[config.mk]
export PLATFORM = sky130hd
export DESIGN_NAME = iee_ram
export DESIGN_NICKNAME = d
export VERILOG_FILES = /design/src/iee_ram.sv
export SDC_FILE = /design/constraint.sdc
export NUM_CORES = 1
export LEC_CHECK = 0
export BUFFER_PORTS_ARGS = -buffer_cell sky130_fd_sc_hd__clkbuf_2
export CORE_MARGIN = 2
export CORE_UTILIZATION = 56
export CTS_BUF_LIST = sky130_fd_sc_hd__clkbuf_16
export CTS_CLUSTER_DIAMETER = 60
export DETAILED_ROUTE_END_ITERATION = 12
export GPL_TIMING_DRIVEN = 0
export PLACE_DENSITY = 0.75
export REMOVE_ABC_BUFFERS = 1
export SETUP_SLACK_MARGIN = 0.5
export SLEW_MARGIN = 30
export SYNTH_ARGS = -nofsm -noshare
export SYNTH_HDL_FRONTEND = slang
export SYNTH_SLANG_ARGS = --single-unit
[constraint.sdc]
create_clock -name clk -period 2.3 [get_ports clk]
set_clock_uncertainty 0.05 [all_clocks]
set_input_delay 0.46 -clock clk [delete_from_list [all_inputs] [get_ports clk]]
set_output_delay 0.46 -clock clk [all_outputs]
set_load 0.1 [all_outputs]
[src/iee_ram.sv]
`default_nettype none
module iee_ram #(
  parameter int WIDTH = 8,
  parameter int DEPTH = 64
) (
  input  wire logic                     clk,
  input  wire logic                     we,
  input  wire logic [$clog2(DEPTH)-1:0] waddr,
  input  wire logic [WIDTH-1:0]         wdata,
  input  wire logic [$clog2(DEPTH)-1:0] raddr,
  output logic      [WIDTH-1:0]         rdata
);

  logic [WIDTH-1:0] mem [DEPTH];

  always_ff @(posedge clk) begin
    if (we) begin
      mem[waddr] <= wdata;
    end
    rdata <= mem[raddr];
  end

endmodule
`default_nettype wire

==> run summary <==
Outcome: completed
Vias/cell: 6.60
Clk root buf: clkbuf_16
Grt met1 use: 0.343
YS warnings: 0
Global route hottest layer: met2
H-tree depth: 2
Worst skew pair latency: 580 ps
Die Wd: 194 um
Mean Syn Cell Area: 21.5 um2
Antenna Violating Nets Remaining: 0
FF+latch area: 15500 um2
Area growth syn-to-layout: 15.7%
Crit path kind: input pin to register
Placed cell areas: 20700 um2
Synth top area share: 0.762
RePlAce Congestion: 0.803
Hold depth: 2
Final non-filler cell area: 23300 um2
Share of layout cells above drive strength 1: 0.344
EDFF count, synth: 512
Crit path max-delay cell type: nor2_2
Final HPWL DP: 23.8 mm
Clock transition at path regs: 60 ps
Ys async rst share: 0
Total GRT Usage: 0.239
R2r worst-path depth: 5
Core Region: 35500 um2
Worst path depth: 4
DR vias: 9953
Crit share post-route: 0.877
Crit path launch type: input pin
Number of global-route vias before repair: 10071
Critical Path RT: 2450 ps
Post-route DRC: 0
Tot Pwr: 19.6 mW
Worst slew margin: 0.450
WL/cell: 29.8 um
Static Leak: 7.27 nW
Post-Route Hold Slack: 462 ps
Largest net degree at the start of global routing: 72
Synth area leaders: edfxtp_1 (76%), mux4_2 (14%), nor2_1 (1.5%), mux2i_1 (1.1%), dfxtp_1 (0.79%)
Crit path from: waddr[2]
DR iter-0 viols: 1177
Row Count: 69
Setup_tns: 0 ps
Global-route wire length before repair: 65.8 mm
Library cells used by synthesis: 40
Detailed-route wire length: 44.9 mm
CTS Buffer Depth: 3
Ant. Diodes: 0
Hold Path Class: input pin to register
Setup crit end kind: register
Pre-antenna DRT Iters: 6
Tmin final: 2020 ps
Number of clock buffers inserted by TritonCTS: 51
Pwr/cell area: 842 nW/um2
VDD IR max: 0.810 mV
Initial antenna violation count: 0
Clock sinks: 520
Yosys reg bits: 520
Critical Path Fanout Max: 10
CP top delay family: simple AND/OR/NAND/NOR gates
Synth area leader: edfxtp_1
Cts-stage hold buffer count: 0
Die Y: 194 um
Most frequent cell after synthesis: edfxtp_1
Setup-failing EPs final: 0
Measured slew at the worst slew-check pin: 820 ps
CTS tree: done
Layout Utilization: 0.657
Final Max Tran Viols: 0
Post-Syn Instances: 940
RSZ-0062 raised after global routing: yes
Commonest cells post-synth: edfxtp_1 (512), mux4_2 (126), nor2_1 (83)
Final hold violation count: 0
Critical Path Max Stage Delay: 680 ps
Initial core utilization: 0.568
Nets: 1029
Max Cap Viol: 0
Fillcell total: 2185
Met2 Track Usage GR: 0.380
WP buf/inv: 1
Mapped Area: 20200 um2
Congestion Overflow GR: 0
Area used by multi-input combinational logic: 4810 um2
DIE AREA: 37500 um2
Buffers on Ports: 29
CP cell instances: clkbuf_2 > nor2b_1 > nand3_1 > nor2_2
Max Fclk: 0.496 GHz
Ys flop type: edfxtp_1
Hold_sp: waddr[2]
Reg-to-reg startpoint: mem[7][2]$_DFFE_PP_
Data arrival time of the critical path: 2170 ps
Met3 usage: 0.0487
IO Count: 30
Register area share after synthesis: 0.770
-- registers in the layout (all words and copies together), names as in the netlist --
register  cells
mem         512
rdata         8
-- power breakdown --
part / leakage, nW / internal (mW) / switching (mW)
clock: 0.822 / 4.45 / 3.37
combinational: 1.78 / 0.480 / 0.822
sequential: 4.67 / 10.5 / 0.0310
-- metrics by stage --
step                setup slack [ps]  std cells
CTS                              253       1500
detailed placement             -1460       1383
global route                     246       1507
global placement               -4400       1379
floorplan                        429        889
finish                           282       1507
-- cells by family after synthesis --
| group | synth area share |
|---|---|
| buffers and inverters | 0.0157 |
| flip-flops | 0.770 |
| multiplexers | 0.159 |
| AO/OA/AOI/OAI | 0.0207 |
| AND/OR/NAND/NOR | 0.0339 |
-- routing by layer --
metal,vias up,routed length (um)
met5,-,0
met4,0,1050
met3,85,4360
met2,590,22000
met1,5204,17500
li1,4074,-
-- cell type report --
cell class | count | share of cell area
Clock buffer | 51 | 0.0547
Clock inverter | 41 | 0.0121
Multi-Input combinational cell | 369 | 0.206
Sequential cell | 520 | 0.666
Tap cell | 461 | 0.0247
Timing Repair Buffer | 65 | 0.0363
-- worst paths after layout --
| check | end | slack [ps] |
|---|---|---|
| worst max register to register | rdata[2]$_DFF_P_ | 340 |
| worst max-delay path | mem[45][1]$_DFFE_PP_ | 280 |
| worst min register to register | rdata[0]$_DFF_P_ | 870 |
| worst min-delay path | mem[49][2]$_DFFE_PP_ | 460 |
-- timing repair --
item / CTS / global route
setup buffers: 17 / 5
gates cloned: 8 / 2
endpoints found under the setup margin: 456 / 434
pin swaps: 11 / 5
resized for setup: 108 / 49
-- cells in the final DEF (no fill, tap or decap), drive strengths merged, types with 7 or more instances in the layout --
master	count
buf	33
clkbuf	82
clkinv	21
dfxtp	8
edfxtp	512
inv	16
mux2	13
mux2i	23
mux4	126
nand2	19
nand2b	7
nand3	13
nor2	83
nor2b	14
nor3	7
o221ai	8
o22ai	8
Note: power is estimated with default switching activity, not from simulation.
